**config.mk**
```make
export PLATFORM = sky130hd
export DESIGN_NAME = white_yellow_pixel_color_filter_core
export DESIGN_NICKNAME = d
export VERILOG_FILES = /design/src/hw/rtl/wyf_pkg.sv /design/src/hw/rtl/white_yellow_pixel_color_filter_core.sv /design/src/hw/rtl/wyf_front.sv /design/src/hw/rtl/wyf_queue.sv /design/src/hw/rtl/wyf_back.sv
export SDC_FILE = /design/constraint.sdc
export NUM_CORES = 1
export LEC_CHECK = 0
export ABC_AREA = 1
export BUFFER_PORTS_ARGS = -buffer_cell sky130_fd_sc_hd__buf_2
export CAP_MARGIN = 20
export CELL_PAD_IN_SITES_DETAIL_PLACEMENT = 1
export CELL_PAD_IN_SITES_GLOBAL_PLACEMENT = 2
export CORE_ASPECT_RATIO = 0.75
export CORE_MARGIN = 2
export CORE_UTILIZATION = 40
export CTS_CLUSTER_SIZE = 24
export DETAILED_ROUTE_END_ITERATION = 12
export GPL_TIMING_DRIVEN = 0
export PLACE_DENSITY = 0.81
export SETUP_SLACK_MARGIN = 0.02
export SYNTH_ARGS = -nofsm -noshare
export SYNTH_HDL_FRONTEND = slang
export SYNTH_SLANG_ARGS = --single-unit
```
**constraint.sdc**
```tcl
create_clock -name clk_i -period 5 [get_ports clk_i]
set_input_delay 0.5 -clock clk_i [delete_from_list [all_inputs] [get_ports clk_i]]
set_output_delay 0.5 -clock clk_i [all_outputs]
set_load 0.03 [all_outputs]
```
**src/hw/rtl/wyf_pkg.sv**
```systemverilog
// Package for the white/yellow pixel colour filter.
// Holds the register indexes, reset values, the pipeline payload type and
// the restoring-division step shared by the back end. No dependencies.
`default_nettype none

package wyf_pkg;

  // Configuration register indexes
  typedef enum logic [2:0] {
    REG_WHITE_MIN = 3'd0,
    REG_HUE_MIN   = 3'd1,
    REG_HUE_MAX   = 3'd2,
    REG_SAT_MIN   = 3'd3,
    REG_VAL_MIN   = 3'd4
  } cfg_idx_e;

  localparam logic [7:0] WhiteMinRst = 8'd200;
  localparam logic [7:0] HueMinRst   = 8'd10;
  localparam logic [7:0] HueMaxRst   = 8'd40;
  localparam logic [7:0] SatMinRst   = 8'd100;
  localparam logic [7:0] ValMinRst   = 8'd100;

  // Hue wraps at 180 half-degrees
  localparam logic [7:0] HueWrap = 8'd180;

  // Number of quotient bits, one per back-end stage
  localparam int unsigned QBits = 8;

  // Thresholds used by the back end
  typedef struct packed {
    logic [7:0] hue_min;
    logic [7:0] hue_max;
    logic [7:0] sat_min;
    logic [7:0] val_min;
  } thr_t;

  // One pixel in flight: two division lanes plus the pixel itself
  typedef struct packed {
    logic [16:0] rem_s;
    logic [8:0]  den_s;
    logic [7:0]  q_s;
    logic [16:0] rem_h;
    logic [8:0]  den_h;
    logic [7:0]  q_h;
    logic [7:0]  blue;
    logic [7:0]  green;
    logic [7:0]  red;
    logic [7:0]  val;
    logic        white;
    logic        black;
    logic        gray;
  } back_t;

  // One restoring-division step on both lanes for quotient bit pos.
  function automatic back_t div_step(input back_t x, input logic [2:0] pos);
    back_t       y;
    logic [17:0] cs;
    logic [17:0] ch;
    y  = x;
    cs = {9'b0, x.den_s} << pos;
    ch = {9'b0, x.den_h} << pos;
    if ({1'b0, x.rem_s} >= cs) begin
      y.rem_s      = x.rem_s - cs[16:0];
      y.q_s[pos]   = 1'b1;
    end
    if ({1'b0, x.rem_h} >= ch) begin
      y.rem_h      = x.rem_h - ch[16:0];
      y.q_h[pos]   = 1'b1;
    end
    return y;
  endfunction

endpackage

`default_nettype wire

```
**src/hw/rtl/white_yellow_pixel_color_filter_core.sv**
```systemverilog
// Top level of the white/yellow pixel colour filter: configuration
// registers, front end, queue and back end. Uses wyf_pkg, wyf_front,
// wyf_queue and wyf_back.
//
//  Channel | Direction | Handshake                 | Payload
//  --------+-----------+---------------------------+--------------------------------
//  in      | in        | in_valid_i / in_stall_o   | in_blue_i, in_green_i, in_red_i
//  out     | out       | out_valid_o / out_stall_i | out_*_o, white_hit_o, yellow_hit_o
//  cfg     | in        | cfg_we_i                  | cfg_idx_i, cfg_data_i
//
// One pixel beat is taken per clock while in_stall_o is low. The path holds
// one front register, one queue slot and eight divider stages, one quotient
// bit each, plus the output register.
// Reset loads the threshold defaults and empties every stage and the queue.
// A stall on the output backs up the divider stages; the front keeps taking
// beats until the two-entry queue is full and the front register holds a beat.
`default_nettype none

module white_yellow_pixel_color_filter_core (
  input  wire logic       clk_i,
  input  wire logic       rst_ni,
  input  wire logic       in_valid_i,
  output logic            in_stall_o,
  input  wire logic [7:0] in_blue_i,
  input  wire logic [7:0] in_green_i,
  input  wire logic [7:0] in_red_i,
  output logic            out_valid_o,
  input  wire logic       out_stall_i,
  output logic [7:0]      out_blue_o,
  output logic [7:0]      out_green_o,
  output logic [7:0]      out_red_o,
  output logic            white_hit_o,
  output logic            yellow_hit_o,
  input  wire logic       cfg_we_i,
  input  wire logic [2:0] cfg_idx_i,
  input  wire logic [7:0] cfg_data_i
);

  logic [7:0]     white_min_q;
  wyf_pkg::thr_t  thr_q;

  logic           push;
  logic           full;
  wyf_pkg::back_t front_data;
  logic           q_valid;
  logic           pop;
  wyf_pkg::back_t q_data;

  // Configuration registers; unknown indexes are ignored
  always_ff @(posedge clk_i or negedge rst_ni) begin
    if (!rst_ni) begin
      white_min_q   <= wyf_pkg::WhiteMinRst;
      thr_q.hue_min <= wyf_pkg::HueMinRst;
      thr_q.hue_max <= wyf_pkg::HueMaxRst;
      thr_q.sat_min <= wyf_pkg::SatMinRst;
      thr_q.val_min <= wyf_pkg::ValMinRst;
    end else if (cfg_we_i) begin
      unique case (wyf_pkg::cfg_idx_e'(cfg_idx_i))
        wyf_pkg::REG_WHITE_MIN: white_min_q   <= cfg_data_i;
        wyf_pkg::REG_HUE_MIN:   thr_q.hue_min <= cfg_data_i;
        wyf_pkg::REG_HUE_MAX:   thr_q.hue_max <= cfg_data_i;
        wyf_pkg::REG_SAT_MIN:   thr_q.sat_min <= cfg_data_i;
        wyf_pkg::REG_VAL_MIN:   thr_q.val_min <= cfg_data_i;
        default: ;
      endcase
    end
  end

  // Front end
  wyf_front u_front (
    .clk_i       (clk_i),
    .rst_ni      (rst_ni),
    .in_valid_i  (in_valid_i),
    .in_stall_o  (in_stall_o),
    .in_blue_i   (in_blue_i),
    .in_green_i  (in_green_i),
    .in_red_i    (in_red_i),
    .white_min_i (white_min_q),
    .push_o      (push),
    .full_i      (full),
    .data_o      (front_data)
  );

  // Queue between the two halves
  wyf_queue u_queue (
    .clk_i   (clk_i),
    .rst_ni  (rst_ni),
    .push_i  (push),
    .data_i  (front_data),
    .full_o  (full),
    .valid_o (q_valid),
    .pop_i   (pop),
    .data_o  (q_data)
  );

  // Back end
  wyf_back u_back (
    .clk_i        (clk_i),
    .rst_ni       (rst_ni),
    .valid_i      (q_valid),
    .data_i       (q_data),
    .pop_o        (pop),
    .thr_i        (thr_q),
    .out_valid_o  (out_valid_o),
    .out_stall_i  (out_stall_i),
    .out_blue_o   (out_blue_o),
    .out_green_o  (out_green_o),
    .out_red_o    (out_red_o),
    .white_hit_o  (white_hit_o),
    .yellow_hit_o (yellow_hit_o)
  );

endmodule

`default_nettype wire

```
**src/hw/rtl/wyf_front.sv**
```systemverilog
// Front end of the colour filter: accepts pixel beats, runs the white test
// and sets up the saturation and hue divisions. Uses wyf_pkg.
`default_nettype none

module wyf_front (
  input  wire logic          clk_i,
  input  wire logic          rst_ni,
  input  wire logic          in_valid_i,
  output logic               in_stall_o,
  input  wire logic [7:0]    in_blue_i,
  input  wire logic [7:0]    in_green_i,
  input  wire logic [7:0]    in_red_i,
  input  wire logic [7:0]    white_min_i,
  output logic               push_o,
  input  wire logic          full_i,
  output wyf_pkg::back_t     data_o
);

  logic           vld_q;
  wyf_pkg::back_t data_q;
  wyf_pkg::back_t data_d;
  logic           accept;

  logic [7:0]  v;
  logic [7:0]  mn;
  logic [7:0]  d;
  logic [11:0] u;
  logic [16:0] num_h;
  logic [16:0] num_s;

  // Largest and smallest channel
  always_comb begin
    v = in_red_i;
    if (in_green_i > v) v = in_green_i;
    if (in_blue_i > v)  v = in_blue_i;
    mn = in_red_i;
    if (in_green_i < mn) mn = in_green_i;
    if (in_blue_i < mn)  mn = in_blue_i;
    d = v - mn;
  end

  // Sector offset; the red sector is lifted by a full turn (180 half-degrees)
  // so that the numerator is never negative. Red wins ties, then green.
  always_comb begin
    if (v == in_red_i) begin
      u = 12'({d, 2'b0}) + 12'({d, 1'b0}) + 12'(in_green_i) - 12'(in_blue_i);
    end else if (v == in_green_i) begin
      u = 12'({d, 1'b0}) + 12'(in_blue_i) - 12'(in_red_i);
    end else begin
      u = 12'({d, 2'b0}) + 12'(in_red_i) - 12'(in_green_i);
    end
    num_h = 17'(u[10:0]) * 17'd60 + 17'(d);
    num_s = 17'(d) * 17'd510 + 17'(v);
  end

  // Division set-up for the back end
  always_comb begin
    data_d       = '0;
    data_d.rem_s = num_s;
    data_d.den_s = {v, 1'b0};
    data_d.rem_h = num_h;
    data_d.den_h = {d, 1'b0};
    data_d.blue  = in_blue_i;
    data_d.green = in_green_i;
    data_d.red   = in_red_i;
    data_d.val   = v;
    data_d.white = (in_blue_i >= white_min_i) && (in_green_i >= white_min_i) &&
                   (in_red_i >= white_min_i);
    data_d.black = (v == 8'd0);
    data_d.gray  = (d == 8'd0);
  end

  // The register drains into the queue whenever there is room
  assign push_o     = vld_q && !full_i;
  assign in_stall_o = vld_q && full_i;
  assign accept     = in_valid_i && !in_stall_o;
  assign data_o     = data_q;

  always_ff @(posedge clk_i or negedge rst_ni) begin
    if (!rst_ni) begin
      vld_q <= 1'b0;
    end else if (accept) begin
      vld_q <= 1'b1;
    end else if (push_o) begin
      vld_q <= 1'b0;
    end
  end

  always_ff @(posedge clk_i) begin
    if (accept) begin
      data_q <= data_d;
    end
  end

endmodule

`default_nettype wire

```
**src/hw/rtl/wyf_queue.sv**
```systemverilog
// Two-entry queue between the front and back ends of the colour filter.
// Stores wyf_pkg::back_t beats. Uses wyf_pkg.
`default_nettype none

module wyf_queue (
  input  wire logic           clk_i,
  input  wire logic           rst_ni,
  input  wire logic           push_i,
  input  wire wyf_pkg::back_t data_i,
  output logic                full_o,
  output logic                valid_o,
  input  wire logic           pop_i,
  output wyf_pkg::back_t      data_o
);

  wyf_pkg::back_t mem_q [2];
  logic           wr_ptr_q;
  logic           rd_ptr_q;
  logic [1:0]     cnt_q;
  logic [1:0]     cnt_d;
  logic           do_pop;

  assign full_o  = (cnt_q == 2'd2);
  assign valid_o = (cnt_q != 2'd0);
  assign do_pop  = pop_i && valid_o;
  assign data_o  = mem_q[rd_ptr_q];

  // Fill count
  always_comb begin
    cnt_d = cnt_q;
    if (push_i && !do_pop) cnt_d = cnt_q + 2'd1;
    if (!push_i && do_pop) cnt_d = cnt_q - 2'd1;
  end

  always_ff @(posedge clk_i or negedge rst_ni) begin
    if (!rst_ni) begin
      cnt_q    <= 2'd0;
      wr_ptr_q <= 1'b0;
      rd_ptr_q <= 1'b0;
    end else begin
      cnt_q <= cnt_d;
      if (push_i) wr_ptr_q <= !wr_ptr_q;
      if (do_pop) rd_ptr_q <= !rd_ptr_q;
    end
  end

  always_ff @(posedge clk_i) begin
    if (push_i) begin
      mem_q[wr_ptr_q] <= data_i;
    end
  end

endmodule

`default_nettype wire

```
**src/hw/rtl/wyf_back.sv**
```systemverilog
// Back end of the colour filter: pipelined restoring dividers for S and H,
// one quotient bit per stage, then the yellow test and output scaling.
// Uses wyf_pkg.
`default_nettype none

module wyf_back (
  input  wire logic           clk_i,
  input  wire logic           rst_ni,
  input  wire logic           valid_i,
  input  wire wyf_pkg::back_t data_i,
  output logic                pop_o,
  input  wire wyf_pkg::thr_t  thr_i,
  output logic                out_valid_o,
  input  wire logic           out_stall_i,
  output logic [7:0]          out_blue_o,
  output logic [7:0]          out_green_o,
  output logic [7:0]          out_red_o,
  output logic                white_hit_o,
  output logic                yellow_hit_o
);

  localparam int unsigned NSt = wyf_pkg::QBits;

  logic [NSt-1:0]  vld_q;
  wyf_pkg::back_t  st_q [NSt];
  logic [NSt:0]    rdy;

  logic            out_vld_q;
  logic [7:0]      blue_q;
  logic [7:0]      green_q;
  logic [7:0]      red_q;
  logic            white_q;
  logic            yellow_q;

  wyf_pkg::back_t  fin;
  logic [7:0]      hue;
  logic [7:0]      sat;
  logic            yellow_d;
  logic [1:0]      mult;

  // A stage may load when it is empty or its successor loads too
  assign rdy[NSt] = !out_vld_q || !out_stall_i;
  assign pop_o    = rdy[0];

  // Division stages, most significant quotient bit first
  for (genvar k = 0; k < NSt; k++) begin : g_stage
    localparam logic [2:0] Pos = 3'(NSt - 1 - k);
    wyf_pkg::back_t src;

    assign rdy[k] = !vld_q[k] || rdy[k+1];

    if (k == 0) begin : g_first
      assign src = data_i;
      always_ff @(posedge clk_i or negedge rst_ni) begin
        if (!rst_ni) begin
          vld_q[k] <= 1'b0;
        end else if (rdy[k]) begin
          vld_q[k] <= valid_i;
        end
      end
      always_ff @(posedge clk_i) begin
        if (rdy[k] && valid_i) begin
          st_q[k] <= wyf_pkg::div_step(src, Pos);
        end
      end
    end else begin : g_rest
      assign src = st_q[k-1];
      always_ff @(posedge clk_i or negedge rst_ni) begin
        if (!rst_ni) begin
          vld_q[k] <= 1'b0;
        end else if (rdy[k]) begin
          vld_q[k] <= vld_q[k-1];
        end
      end
      always_ff @(posedge clk_i) begin
        if (rdy[k] && vld_q[k-1]) begin
          st_q[k] <= wyf_pkg::div_step(src, Pos);
        end
      end
    end
  end

  // Hue wrap, black and gray pixels, then the yellow box test
  always_comb begin
    fin = st_q[NSt-1];
    if (fin.gray) begin
      hue = 8'd0;
    end else if (fin.q_h >= wyf_pkg::HueWrap) begin
      hue = fin.q_h - wyf_pkg::HueWrap;
    end else begin
      hue = fin.q_h;
    end
    sat      = fin.black ? 8'd0 : fin.q_s;
    yellow_d = (hue >= thr_i.hue_min) && (hue <= thr_i.hue_max) &&
               (sat >= thr_i.sat_min) && (fin.val >= thr_i.val_min);
    mult     = {1'b0, fin.white} + {1'b0, yellow_d};
  end

  // Channel times 0, 1 or 2, saturated at full scale
  function automatic logic [7:0] scale(input logic [7:0] c, input logic [1:0] m);
    logic [7:0] r;
    case (m)
      2'd0:    r = 8'd0;
      2'd1:    r = c;
      default: r = c[7] ? 8'hFF : {c[6:0], 1'b0};
    endcase
    return r;
  endfunction

  // Output register
  always_ff @(posedge clk_i or negedge rst_ni) begin
    if (!rst_ni) begin
      out_vld_q <= 1'b0;
    end else if (rdy[NSt]) begin
      out_vld_q <= vld_q[NSt-1];
    end
  end

  always_ff @(posedge clk_i) begin
    if (rdy[NSt] && vld_q[NSt-1]) begin
      blue_q   <= scale(fin.blue, mult);
      green_q  <= scale(fin.green, mult);
      red_q    <= scale(fin.red, mult);
      white_q  <= fin.white;
      yellow_q <= yellow_d;
    end
  end

  assign out_valid_o  = out_vld_q;
  assign out_blue_o   = blue_q;
  assign out_green_o  = green_q;
  assign out_red_o    = red_q;
  assign white_hit_o  = white_q;
  assign yellow_hit_o = yellow_q;

endmodule

`default_nettype wire

```
# Word level (Yosys, flattened, before mapping)
# Memory sizes are Yosys's and may differ from the RTL's.
# Index checks and enable logic that the tools add are counted.
[totals]
in_bits = 40
word_cells = 260
out_inout_bits = 28
memories = 2
ram_bits = 994
reg_bits = 157
[mem_list]
columns = ["name", "depth", "word_bits", "rd", "rd_clocked_by_memory_dff", "write_ports", "line_no", "source"]
rows = [
  ["u_back.st_q", 8, 103, 8, 0, 8, "wyf_back.sv:25", "wyf_pkg::back_t st_q [NSt];"],
  ["u_queue.mem_q", 2, 85, 1, 0, 1, "wyf_queue.sv:16", "wyf_pkg::back_t mem_q [2];"],
]
[op_classes]
mux = 101
reduce_logical = 56
n_addsub = 30
magnitude_cmp = 28
n_mul = 2
eq_ne = 8
[op_table]
columns = ["cell", "count"]
rows = [
  ["17-bit two-way mux", 32],
  ["8-bit two-way mux", 10],
  ["1-bit two-way mux", 52],
  ["8-bit >= comparator", 6],
  ["8-bit case mux with 2 select lines", 3],
  ["17-bit by 8-bit adder with 17-bit output", 2],
  ["17-bit by 10-bit >= comparator with 1-bit output", 2],
  ["17-bit by 11-bit >= comparator with 1-bit output", 2],
  ["17-bit by 12-bit >= comparator with 1-bit output", 2],
  ["17-bit by 13-bit >= comparator with 1-bit output", 2],
  ["17-bit by 14-bit >= comparator with 1-bit output", 2],
  ["17-bit by 15-bit >= comparator with 1-bit output", 2],
  ["17-bit by 16-bit >= comparator with 1-bit output", 2],
  ["17-bit by 9-bit >= comparator with 1-bit output", 2],
  ["17-bit by 10-bit subtractor with 17-bit output", 2],
  ["17-bit by 11-bit subtractor with 17-bit output", 2],
  ["17-bit by 12-bit subtractor with 17-bit output", 2],
  ["17-bit by 13-bit subtractor with 17-bit output", 2],
  ["17-bit by 14-bit subtractor with 17-bit output", 2],
  ["17-bit by 15-bit subtractor with 17-bit output", 2],
  ["17-bit by 16-bit subtractor with 17-bit output", 2],
  ["17-bit by 9-bit subtractor with 17-bit output", 2],
  ["11-bit by 8-bit subtractor with 11-bit output", 3],
  ["11-bit two-way mux", 2],
  ["30 further kinds", 83],
]

# Depth between registers and ports, before layout
# Gate-level depths: netlist of run 1.
[logic_depth]
ltp_word = 15
depth_mapped = 66
mapped_depth_nobuf = 64

# Hierarchy
# A second synthesis of run 1 with hierarchy kept.
[unflattened]
hier_cells = 4798
area_unflattened_um2 = 55281.8
[modules_own_cells]
columns = ["mod", "n_inst", "area_per_inst_um2", "cells_each", "seq_area_each_um2"]
rows = [
  ["wyf_back", 1, 35387.7, 2770, 24188.2],
  ["wyf_front", 1, 10491.3, 1279, 2247.2],
  ["wyf_queue", 1, 7728.7, 567, 6286.0],
  ["white_yellow_pixel_color_filter_core", 1, 1674.1, 182, 1017.2],
]

# Worst setup path after synthesis of run 1
# OpenSTA, ideal clock, no wires.
[synth_path]
path_type = "input to register"
startpoint = "in in_green_i[5]"
endpoint = "reg u_front.data_q (netlist bit u_front.data_o[68]), data pin"
path_slack_ps = -5014
setup_time_ps = 263
path_stages = 51
t_arrival_ps = 9751
cell_sequence = "inv_1 -> ha_1 -> a21oi_1 -> nor2_1 -> nor2_1 -> nand2_1 -> nand2_1 -> clkbuf_1 -> nand2_1 -> o21ai_0 -> inv_1 -> ha_1 -> nand2_1 -> nor2_1 -> nand3_1 -> nand3b_2 -> nand2_4 -> buf_8 -> [15 not listed] -> fa_1 -> inv_1 -> fa_1 -> inv_1 -> ha_1 -> nand2_1 -> nor3_1 -> a21oi_1 -> or2_2 -> nand2_1 -> nand2_1 -> nand3_1 -> nand2_1 -> or3_1 -> or3_1 -> nor2_1 -> nand2_1 -> xor2_1"
[synth_lines]
columns = ["element", "line_no", "source"]
rows = [
  ["from (decl)", "white_yellow_pixel_color_filter_core.sv:25", "input wire logic [7:0] in_green_i,"],
  ["to (signal assigned)", "wyf_front.sv:91", "data_q <= data_d;"],
  ["to (decl)", "wyf_front.sv:20", "wyf_pkg::back_t data_q;"],
]

==> results of run 1 <==
## what timing repair did
action,4_1_cts,5_1_grt
hold buffers,1,1
endpoints found under the hold margin,17,1
pin swaps,90,76
resized for setup,205,159
setup buffers,108,39
cloned,1,0
setup endpoints to repair,41,60
## metal layers
metal	vias up	track usage
li1	14050	-
met1	14250	0.2549
met2	484	0.3093
met3	170	0.02947
met4	2	0.05162
met5	-	0
## critical path: cells and delay by family
family | cells | cell delay (ps)
adder cells (fa/ha/maj) | 10 | 4240
XOR/XNOR | 1 | 140
AO/OA/AOI/OAI | 4 | 530
AND/OR/NAND/NOR | 22 | 2740
buffers and inverters | 13 | 1200
## cells in the final DEF, fill, tap and decap left out, types with 18 or more instances in the layout
| cell | n |
|---|---|
| sky130_fd_sc_hd__inv_1 | 535 |
| sky130_fd_sc_hd__nand4_1 | 24 |
| sky130_fd_sc_hd__buf_6 | 31 |
| sky130_fd_sc_hd__nand2_4 | 19 |
| sky130_fd_sc_hd__clkbuf_1 | 56 |
| sky130_fd_sc_hd__or2_2 | 22 |
| sky130_fd_sc_hd__o21ai_0 | 246 |
| sky130_fd_sc_hd__xor2_1 | 114 |
| sky130_fd_sc_hd__xnor2_1 | 59 |
| sky130_fd_sc_hd__nand2_2 | 36 |
| sky130_fd_sc_hd__nor4_1 | 28 |
| sky130_fd_sc_hd__nor2_1 | 188 |
| sky130_fd_sc_hd__nor3_1 | 18 |
| sky130_fd_sc_hd__a21oi_1 | 146 |
| sky130_fd_sc_hd__nand3_1 | 99 |
| sky130_fd_sc_hd__inv_2 | 48 |
| sky130_fd_sc_hd__nand2_1 | 619 |
| sky130_fd_sc_hd__clkinvlp_4 | 20 |
| sky130_fd_sc_hd__buf_2 | 52 |
| sky130_fd_sc_hd__a21oi_2 | 27 |
| sky130_fd_sc_hd__clkbuf_16 | 94 |
| sky130_fd_sc_hd__buf_4 | 110 |
| sky130_fd_sc_hd__ha_4 | 45 |
| sky130_fd_sc_hd__dfrtp_1 | 41 |
| sky130_fd_sc_hd__buf_12 | 29 |
| sky130_fd_sc_hd__fa_1 | 82 |
| sky130_fd_sc_hd__ha_1 | 280 |
| sky130_fd_sc_hd__edfxtp_1 | 873 |
## registers in the layout, indices dropped and copies added (netlist names), 2 cells and up
register / flops
u_back.st_q: 625
u_queue.mem_q: 148
u_front.data_o: 74
thr_q: 32
u_back.out_blue_o: 8
u_back.out_green_o: 8
u_back.out_red_o: 8
u_back.vld_q: 8
white_min_q: 8
u_queue.cnt_q: 2
## how the worst max path moves through the flow
stage / endpoint / slack [ps] / startpoint / depth (start not counted)
6_report: u_front.data_o[68]$_DFFE_PP_ / -4000 / in_green_i[5] / 50
5_1_grt: u_front.data_o[68]$_DFFE_PP_ / -4270 / in_red_i[7] / 50
4_1_cts: u_front.data_o[68]$_DFFE_PP_ / -3850 / in_green_i[7] / 54
3_5_place_dp: u_front.data_o[68]$_DFFE_PP_ / -6100 / in_green_i[7] / 52
3_3_place_gp: u_front.data_o[68]$_DFFE_PP_ / -5950 / in_green_i[7] / 51
2_1_floorplan: u_front.data_o[68]$_DFFE_PP_ / -4090 / in_green_i[5] / 51
## area by class of cell
class                      count  share of cell area
sequential                   927              0.5002
multi-input combinational   2340              0.3194
inverter                     612             0.04363
clock buffer                 112             0.04350
timing repair buffer         227             0.03918
tap                         1526             0.03462
clock inverter                57             0.01434
buffer                        52            0.005150
## cell families (layout without fill, tap and decap cells)
group / Yosys count / count (layout) / synth area share
AOI/OAI and AO/OA: 582 / 582 / 0.07146
DFF: 927 / 927 / 0.6006
muxes: 9 / 9 / 0.001989
buffers and inverters: 664 / 1060 / 0.05514
xor gates and xnor gates: 198 / 198 / 0.03776
adders and majority gates: 418 / 418 / 0.1284
and+or+nand+nor: 1133 / 1133 / 0.1047
## stage by stage
| step | setup TNS (ps) | setup WS (ps) |
|---|---|---|
| after floorplan | -75030 | -4092 |
| after global placement | -337040 | -5946 |
| after detailed placement | -135820 | -6101 |
| after CTS | -70550 | -3849 |
| after global routing | -81510 | -4273 |
| final | -74960 | -4003 |
==> metrics list, run 1 <==
- Outcome: complete, but fails checks
- The checks that failed: setup timing.
- Measured on the finished design, the core utilization comes to 0.4852.
- Slew @ Worst Pin: approximately 1000 ps
* Total congestion overflow after global routing: 0
- Post-synth top flop: sky130_fd_sc_hd__edfxtp_1
- Routed Wire Length: 111000 um
- The most common cell in the synthesized netlist is sky130_fd_sc_hd__edfxtp_1.
* Met3 wire len: between 4000 and 5000 um
- Capturing element type of the critical path: flip-flop
- Top cells by instance count after synthesis: sky130_fd_sc_hd__edfxtp_1 (873), sky130_fd_sc_hd__nand2_1 (660), sky130_fd_sc_hd__inv_1 (597)
- Setup repair after global routing missed its margin: true
- Row generation in the floorplan step produced ~110 rows.
- The largest total area in the synthesized netlist belongs to sky130_fd_sc_hd__edfxtp_1.
- Maximum frequency from static timing analysis: ~0.11 GHz
- Average wire per cell in the routed design: between 15 and 20 um
* Cell types with the largest area share after synthesis: sky130_fd_sc_hd__edfxtp_1 (57%), sky130_fd_sc_hd__ha_1 (9.0%), sky130_fd_sc_hd__nand2_1 (5.4%)
- The synthesized netlist occupies a cell area of 45930 um^2.
- Max-slew violation total from the final report: 0
* Hold Slack: roughly 77 ps
- Routed length on met1: 51350 um
- Multi-input gate area: approximately 18000 um^2
* TritonCTS clock tree: done
- The critical path is of the input pin to flip-flop type.
- Die area: between 100000 and 150000 um^2
* Highest metal used: met5
- Vias in the first global route: a little over 30000
- During synthesis, Yosys emitted a total of 0 warnings.
* Final period util: 1.801
- Number of setup violations in the final report: 28
- Largest net degree at the start of global routing: 70
- Placement-stage cell area: 49260 um^2
- Die Height: 297.5 um
* Layout area overhead: 20.07%
* RD Place Congestion: around 0.83
- For this run, asynchronously set or reset flops after synthesis account for 0.05825.
* Worst hold path depth: 1
- The path class of the tightest hold or removal check is input pin to flip-flop.
- Reg clk slew, reported paths: around 60 ps
- The first routing iteration left around 1600 violations.
- STA puts the critical path data required time at ~5400 ps.
- Post-detailed-placement half-perimeter wirelength: just over 80000 um
- Post-DRT Antenna Nets: 0
- Clock tree buffer depth: 3
- The largest single stage delay on the critical path is roughly 630 ps.
- Cell count after synthesis: 3931
* DR vias/cell: around 4.9
- Number of buffers created by CTS: 92
- Yosys mapped the design onto between 60 and 70 distinct sky130hd cell types.
- Slowest library cell on the worst path: sky130_fd_sc_hd__fa_2
* Total placed cells including tap cells: ~5500
- Antenna violations before repair: 1
- Destination of the worst register-to-register timing path: u_back.out_blue_o[2]$_DFFE_PP_
- Root Buffer: sky130_fd_sc_hd__clkbuf_16
- CTS built an H-tree with a depth of 3.
* Mapped Nets: about 4400
- Of the synthesized area, sequential elements account for 0.6006.
- In this run the critical register-to-register path is launched from u_back.st_q[1][346]$_DFFE_PP_.
- Counting every sink on the clock net gives between 900 and 1000.
- Across the whole layout, storage elements account for about 28000 um^2.
- Kind of start point of the critical path: input pin
* Antenna diodes: 0
- DR WL met2: between 50000 and 60000 um
* Post-layout net count: approximately 4700
* Number of DRC violations after detailed routing: 0
* Final min period: about 9000 ps
* Number of filler instances in the final layout: 11880
* First-pass GRT wire length: 172900 um
- Across all register-to-register paths, the minimum setup slack is ~400 ps.
- The worst hold path terminates at u_front.data_o[20]$_DFFE_PP_.
* Effective utilization at floorplan: 0.4041
* Launch instance of the worst min-delay path: in_green_i[1]
* Proportion of layout cells with a drive suffix above 1: 0.1773
- Clock latency on the worst-skew pair, taken at its later pin, is about 670 ps.
- With fillers left out, the area of the finished cells amounts to around 55000 um^2.
- The number of hold violations in the final report is 0.
- The core region is approximately 110000 um^2.
- Register bit count reported by yosys: around 900
- The detailed router placed ~29000 vias in this run.
* Average size of a mapped cell: around 12 um^2
* Worst slew margin: 0.3271
* Horizontal die dimension: roughly 400 um
- Cell count of the worst reg-to-reg path: 22
- First drt pass iteration count: 5
* Crit path arrival time: 9400 ps
- CP max FO: 5
* Final cell count without fillers: roughly 6000
* Total of max-cap violations: 0
* Yosys top cell area share: 0.5708
- The synthesized design contains about 870 enable-type register cells.
* Maximum clock skew at final layout: 40.46 ps
- Top-level port count: 68
* Total track usage: 0.1868
* Post-route setup slack: -4003 ps
* Count of port buffers added during placement: between 60 and 70
Power of run 1 is not shown: default switching activity piles up to over one toggle a cycle in this logic, so the estimate is an artifact.
==> run 2, diff against run 1 <==
--- a/config.mk
+++ b/config.mk
@@ -11,8 +11,9 @@
 export CELL_PAD_IN_SITES_DETAIL_PLACEMENT = 1
 export CELL_PAD_IN_SITES_GLOBAL_PLACEMENT = 2
 export CORE_ASPECT_RATIO = 0.75
-export CORE_MARGIN = 2
+export CORE_MARGIN = 5
 export CORE_UTILIZATION = 40
+export CTS_CLUSTER_DIAMETER = 80
 export CTS_CLUSTER_SIZE = 24
 export DETAILED_ROUTE_END_ITERATION = 12
 export GPL_TIMING_DRIVEN = 0
==> metrics list, run 2 (synthesized netlist as in run 1, its figures left out) <==
- Outcome: complete, but fails checks (unchanged).
- Violated checks: setup timing (unchanged).
- The path type of the worst min-delay path was input pin to flip-flop (unchanged).
- The class of the most critical setup path is input pin to flip-flop (unchanged).
- The number of hold violations in the final report is 0 (unchanged).
- Worst hold path depth: 1 (unchanged)
* Max-slew violation total from the final report: 0 (unchanged)
- Setup repair after global routing missed its margin: true (unchanged).
- Total track usage: 0.1779 (was 0.1868)
- The length of the first detailed-routing pass in iterations is 7 (was 5).
- Final min period: 8924 ps (was 9003 ps)
- The half-perimeter wire length after detailed placement was 81820 um (was 80590 um).
- Vias in the first global route: 30270 (was 30950)
- Post-DRT Antenna Nets: 0 (unchanged)
* Clock tree buffer depth: 3 (unchanged)
* Worst R2R Start: u_back.st_q[1][346]$_DFFE_PP_ (unchanged)
- The hold path endpoint was u_front.data_o[20]$_DFFE_PP_ (unchanged).
* Clock net sink count: 927 (unchanged)
- Number of setup violations in the final report: 28 (unchanged)
- Layout area overhead: 16.63% (was 20.07%)
- Crit path arrival time: 9320 ps (was 9400 ps)
* Maximum clock skew at final layout: 49.14 ps (was 40.46 ps)
* Flip-flop count of the largest register after layout: 625 (unchanged)
- Final-layout setup total negative slack: -73130 ps (was -74960 ps)
- Peak per-stage delay on the critical path: 700 ps (was 630 ps)
* Launch instance of the worst min-delay path: in_green_i[1] (unchanged)
* Std cell rows: 107 (unchanged)
* Final standard cell area without fillers: 53560 um^2 (was 55150 um^2)
- The kind of launch point of the worst setup path was an input pin (unchanged).
- Capturing element type of the critical path: flip-flop (unchanged)
* Reg clk slew, reported paths: 90 ps (was 60 ps)
- The capture point of the worst reg-to-reg path is u_back.out_green_o[6]$_DFFE_PP_ (was u_back.out_blue_o[2]$_DFFE_PP_).
* DRC violation total after the first TritonRoute iteration: 1568 (was 1617)
- The maximum achievable frequency is 0.1121 GHz (was 0.1111 GHz).
- Count of port buffers added during placement: 67 (unchanged)
- The buffer type at the clock tree root was sky130_fd_sc_hd__clkbuf_16 (unchanged).
* Number of buffers created by CTS: 48 (was 92)
* Total congestion overflow after global routing: 0 (unchanged)
- The register ranked first by flip-flop count is u_back.st_q (unchanged).
* Top-level port count: 68 (unchanged)
* CP max FO: 5 (unchanged)
* Critical path data required time: 5400 ps (about the same)
* Worst-Skew Late Latency: 660 ps (was 670 ps)
- The initial antenna violation count came to 1 (unchanged).
- Final period util: 1.785 (was 1.801)
- Number of filler instances in the final layout: 11970 (was 11880)
- Die area: 121800 um^2 (was 117600 um^2)
- Commonest non-fill, non-tap cells in the layout: sky130_fd_sc_hd__edfxtp_1 (873), sky130_fd_sc_hd__nand2_1 (614), sky130_fd_sc_hd__inv_1 (534), sky130_fd_sc_hd__ha_1 (275), sky130_fd_sc_hd__o21ai_0 (245) (was sky130_fd_sc_hd__edfxtp_1 (873), sky130_fd_sc_hd__nand2_1 (619), sky130_fd_sc_hd__inv_1 (535), sky130_fd_sc_hd__ha_1 (280), sky130_fd_sc_hd__o21ai_0 (246)).
- The worst hold slack is 83.78 ps (was 77.18 ps).
* Minimum setup slack among reg-to-reg paths: 320 ps (was 390 ps)
- Number of DRC violations after detailed routing: 0 (unchanged)
* First-pass GRT wire length: 171900 um (was 172900 um)
* DR vias/cell: 4.957 (was 4.946)
- The worst setup slack after layout is -3924 ps (was -4003 ps).
* Most common cell after layout, fill and taps aside: sky130_fd_sc_hd__edfxtp_1 (unchanged)
- Slew @ Worst Pin: 929.9 ps (was 998.7 ps)
- Vias: 28620 (was 28950)
- Among the stages of the critical path, the cell type that occurs most often is sky130_fd_sc_hd__inv_2.
- Core area: 113800 um^2 (was 113700 um^2)
* Total of max-cap violations: 0 (unchanged)
- The chip width is 401.3 um (was 395.3 um).
- Post-layout net count: 4674 (was 4710)
- Worst slew margin: 0.3735 (was 0.3271)
* TritonCTS clock tree: done (unchanged)
- Cell count of the worst reg-to-reg path: 21 (was 22)
- The number of antenna cells inserted came to 0 (unchanged).
* Effective utilization at floorplan: 0.4036 (was 0.4041)
- The final routed wire length divided by cell count came to 18.93 um (was 18.97 um).
- The depth of the CTS H-tree came to 2 (was 3).
* RD Place Congestion: 0.8218 (was 0.8266)
- Largest net degree at the start of global routing: 77 (was 70)
- The critical-path cell with the highest stage delay is sky130_fd_sc_hd__fa_2 (unchanged).
- The height of the die was 303.5 um (was 297.5 um).
- The instance area after placement was 49280 um^2 (was 49260 um^2).
- Proportion of layout cells with a drive suffix above 1: 0.1662 (was 0.1773)
- The aggregate routed wire length was 109300 um (was 111000 um).
run 2: critical path, delay by kind of cell:
kind                     cells  cell delay, ps
XOR/XNOR                     2             330
adder cells (fa/ha/maj)     11            4460
buffers and inverters       15            1190
AND/OR/NAND/NOR             16            1770
AO/OA/AOI/OAI                7            1050
run 2: area by class of cell:
| cell class | count | area [um^2] | area share |
|---|---|---|---|
| inverter | 612 | 2430 | 0.04536 |
| clock inverter | 14 | 200.2 | 0.003737 |
| sequential | 927 | 27580 | 0.5149 |
| multi-input combinational | 2340 | 17640 | 0.3292 |
| timing repair buffer | 236 | 2240 | 0.04181 |
| buffer | 51 | 290.3 | 0.005419 |
| clock buffer | 68 | 1276 | 0.02383 |
| tap | 1526 | 1909 | 0.03565 |
run 2: per-layer routing:
metal	vias up	global-route usage	routed length, um	part of all wire
li1	13940	-	-	-
met1	14130	0.2493	51580	0.47
met2	413	0.2981	51830	0.47
met3	142	0.02379	3667	0.034
met4	0	0.04013	2243	0.021
met5	-	0	0	0
run 2: timing repair:
| action | CTS | global route |
|---|---|---|
| hold endpoints to repair | 19 | 0 |
| setup buffers | 97 | 49 |
| hold buffers | 2 | 0 |
| gates cloned | 2 | 0 |
| setup endpoints to repair | 47 | 44 |
| gates resized for setup | 223 | 148 |
| pin swaps | 95 | 93 |
run 2: how the worst max path moves through the flow:
stage	endpoint	cells past startpoint	start	slack [ps]
after global placement	u_front.data_o[68]$_DFFE_PP_	49	in_green_i[7]	-6020
after floorplan	u_front.data_o[68]$_DFFE_PP_	51	in_green_i[5]	-4090
after CTS	u_front.data_o[68]$_DFFE_PP_	53	in_green_i[7]	-3840
after detailed placement	u_front.data_o[68]$_DFFE_PP_	49	in_green_i[7]	-6120
after global routing	u_front.data_o[68]$_DFFE_PP_	62	in_green_i[0]	-4270
final	u_front.data_o[68]$_DFFE_PP_	51	in_green_i[3]	-3920
run 2: metrics by stage:
step | setup slack, ps | cells | util
CTS | -3843 | 5727 | 0.4621
finish | -3924 | 5774 | 0.4707
global placement | -6018 | 5524 | 0.4289
floorplan | -4092 | 3931 | -
detailed placement | -6121 | 5544 | 0.4330
global route | -4274 | 5774 | 0.4707
Power of run 2 is left out for the same reason.
==> run 3, diff against run 2 <==
--- a/config.mk
+++ b/config.mk
@@ -18,7 +18,6 @@
 export DETAILED_ROUTE_END_ITERATION = 12
 export GPL_TIMING_DRIVEN = 0
 export PLACE_DENSITY = 0.81
-export SETUP_SLACK_MARGIN = 0.02
 export SYNTH_ARGS = -nofsm -noshare
 export SYNTH_HDL_FRONTEND = slang
 export SYNTH_SLANG_ARGS = --single-unit
==> metrics list, run 3 (synthesized netlist as in run 1, its figures left out) <==
- The antenna violation net count after detailed routing came to 0 (unchanged).
- Number of buffers created by CTS: 48 (unchanged)
- The maximum achievable frequency was 0.1116 GHz (was 0.1121 GHz).
* Number of filler instances in the final layout: 11990 (was 11970)
* Antenna diodes: 0 (unchanged)
- Endpoint of the worst hold-timing path: u_front.data_o[20]$_DFFE_PP_ (unchanged)
* Worst R2R Start: u_back.st_q[1][346]$_DFFE_PP_ (unchanged)
- The worst setup slack after layout was -3962 ps (was -3924 ps).
* First-pass GRT wire length: 171800 um (was 171900 um)
- Vias in the first global route: 30280 (was 30270)
* Min-delay worst type: input pin to flip-flop (unchanged)
* Multi-input gate area: 17630 um^2 (was 17640 um^2)
* Setup repair after global routing missed its margin: true (unchanged)
- Destination of the worst register-to-register timing path: u_back.out_green_o[6]$_DFFE_PP_ (unchanged)
- The pin count of the biggest net entering global routing was 77 (unchanged).
* Count of port buffers added during placement: 67 (unchanged)
- Worst-Skew Late Latency: 660 ps (about the same)
- Flip-flop count of the largest register after layout: 625 (unchanged)
* Final period util: 1.792 (was 1.785)
- Critical path data required time: 5400 ps (about the same)
* Clock tree buffer depth: 3 (unchanged)
* Cell count of the worst reg-to-reg path: 21 (unchanged)
* Horizontal die dimension: 401.3 um (unchanged)
- The depth of the CTS H-tree was 2 (unchanged).
- Outcome: complete, but fails checks (unchanged)
- The via total after detailed routing was 28630 (was 28620).
* Core area: 113800 um^2 (unchanged)
- DRC violation total after the first TritonRoute iteration: 1554 (was 1568)
* Worst hold path depth: 1 (unchanged)
- Post-detailed-placement half-perimeter wirelength: 81820 um (unchanged)
- Average wire per cell in the routed design: 18.91 um (was 18.93 um)
* TritonCTS clock tree: done (unchanged)
- Die Height: 303.5 um (unchanged)
* Top-level port count: 68 (unchanged)
- The class of the most critical setup path is input pin to flip-flop (unchanged).
- The final setup TNS is -74030 ps (was -73130 ps).
- Endpoints failing hold: 0 (unchanged)
- Number of setup violations in the final report: 28 (unchanged)
* Slew @ Worst Pin: 923.0 ps (was 929.9 ps)
- The aggregate routed wire length was 109100 um (was 109300 um).
- The die outline area came to 121800 um^2 (unchanged).
- Peak per-stage delay on the critical path: 700 ps (about the same)
- Clock net sink count: 927 (unchanged)
- Layout area overhead: 16.56% (was 16.63%)
- DR vias/cell: 4.961 (was 4.957)
- RD Place Congestion: 0.8218 (unchanged)
- The data arrival time of the worst path came to 9360 ps (was 9320 ps).
- Proportion of layout cells with a drive suffix above 1: 0.1649 (was 0.1662)
- Total congestion overflow after global routing: 0 (unchanged)
* Capturing element type of the critical path: flip-flop (unchanged)
* First drt pass iteration count: 5 (was 7)
* Post-layout net count: 4670 (was 4674)
- The most common cell after layout, fill and taps aside is sky130_fd_sc_hd__edfxtp_1 (unchanged).
- Total track usage: 0.1777 (was 0.1779)
* Commonest non-fill, non-tap cells in the layout: sky130_fd_sc_hd__edfxtp_1 (873), sky130_fd_sc_hd__nand2_1 (616), sky130_fd_sc_hd__inv_1 (534), sky130_fd_sc_hd__ha_1 (273), sky130_fd_sc_hd__o21ai_0 (245) (was sky130_fd_sc_hd__edfxtp_1 (873), sky130_fd_sc_hd__nand2_1 (614), sky130_fd_sc_hd__inv_1 (534), sky130_fd_sc_hd__ha_1 (275), sky130_fd_sc_hd__o21ai_0 (245))
* Std cell rows: 107 (unchanged)
* Sequential Area: 27580 um^2 (unchanged)
- Number of DRC violations after detailed routing: 0 (unchanged)
* Antenna violations before repair: 1 (unchanged)
* Violated checks: setup timing (unchanged)
- The post-route minimum period was 8962 ps (was 8924 ps).
* Root Buffer: sky130_fd_sc_hd__clkbuf_16 (unchanged)
* Reg clk slew, reported paths: 90 ps (about the same)
* Effective utilization at floorplan: 0.4036 (unchanged)
- The number of max-cap violations is 0 (unchanged).
- The slack of the worst reg-to-reg path came to 300 ps (was 320 ps).
- Launch instance of the worst min-delay path: in_green_i[1] (unchanged)
- Kind of start point of the critical path: input pin (unchanged)
- Worst slew margin: 0.3781 (was 0.3735)
* Most flop-heavy register: u_back.st_q (unchanged)
- CP max FO: 5 (unchanged)
- Max-slew violation total from the final report: 0 (unchanged)
- The critical-path cell with the highest stage delay was sky130_fd_sc_hd__fa_2 (unchanged).
- The maximum clock skew at final layout came to 45.41 ps (was 49.14 ps).
## run 3: cell count changes in the layout (fill, tap and decap cells not counted), sizes merged
cell | previous run | this run
buf | 240 | 236
## run 3: layout make-up
type                            instances  share of cell area
Buffer                                 51            0.005422
Clock buffer                           68             0.02384
Clock inverter                         14            0.003740
Inverter                              612             0.04534
Multi-Input combinational cell       2340              0.3294
Sequential cell                       927              0.5153
Tap cell                             1526             0.03567
Timing Repair Buffer                  232             0.04135
## run 3: worst max-delay path: cells and delay by family
kind	cells	cell delay, ps
buf+inv	15	1380
simple gates	17	1910
xor+xnor	2	340
fa+ha+maj	10	3990
compound gates	9	1190
## run 3: how the worst max path moves through the flow
stage / from / to / slack [ps]
after floorplan: in_green_i[5] / u_front.data_o[68]$_DFFE_PP_ / -4090
after global placement: in_green_i[7] / u_front.data_o[68]$_DFFE_PP_ / -6020
after detailed placement: in_green_i[7] / u_front.data_o[68]$_DFFE_PP_ / -6120
after CTS: in_green_i[7] / u_front.data_o[68]$_DFFE_PP_ / -3840
after global routing: in_green_i[0] / u_front.data_o[68]$_DFFE_PP_ / -4280
final: in_green_i[3] / u_front.data_o[68]$_DFFE_PP_ / -3960
## run 3: routing by layer
metal  vias to the layer above  track usage  routed length [um]  share of wire
li1                      13930            -                   -              -
met1                     14160       0.2486               51650           0.47
met2                       391       0.2969               51760           0.47
met3                       139      0.02484                3538          0.032
met4                         0      0.04115                2157          0.020
met5                         -            0                   0              0
## run 3: repair_timing
item	4_1_cts	5_1_grt
pin swaps	95	92
gates cloned	2	0
resized for setup	221	147
buffers inserted	97	45
setup endpoints to repair	45	43
hold buffers	2	0
hold endpoints to repair	19	0
## run 3: per-stage QoR
step / area, um^2 / cells / utilization / hold slack [ps] / setup slack [ps]
5_1_grt: 53530 / 5770 / 0.4704 / 40.83 / -4276
3_3_place_gp: 48800 / 5524 / 0.4289 / 401.4 / -6018
3_5_place_dp: 49280 / 5544 / 0.4330 / 405.2 / -6121
2_1_floorplan: 46560 / 3931 / - / 204.4 / -4092
6_report: 53530 / 5770 / 0.4704 / 83.77 / -3962
4_1_cts: 52580 / 5726 / 0.4620 / 31.28 / -3843
Power of run 3 is left out for the same reason.
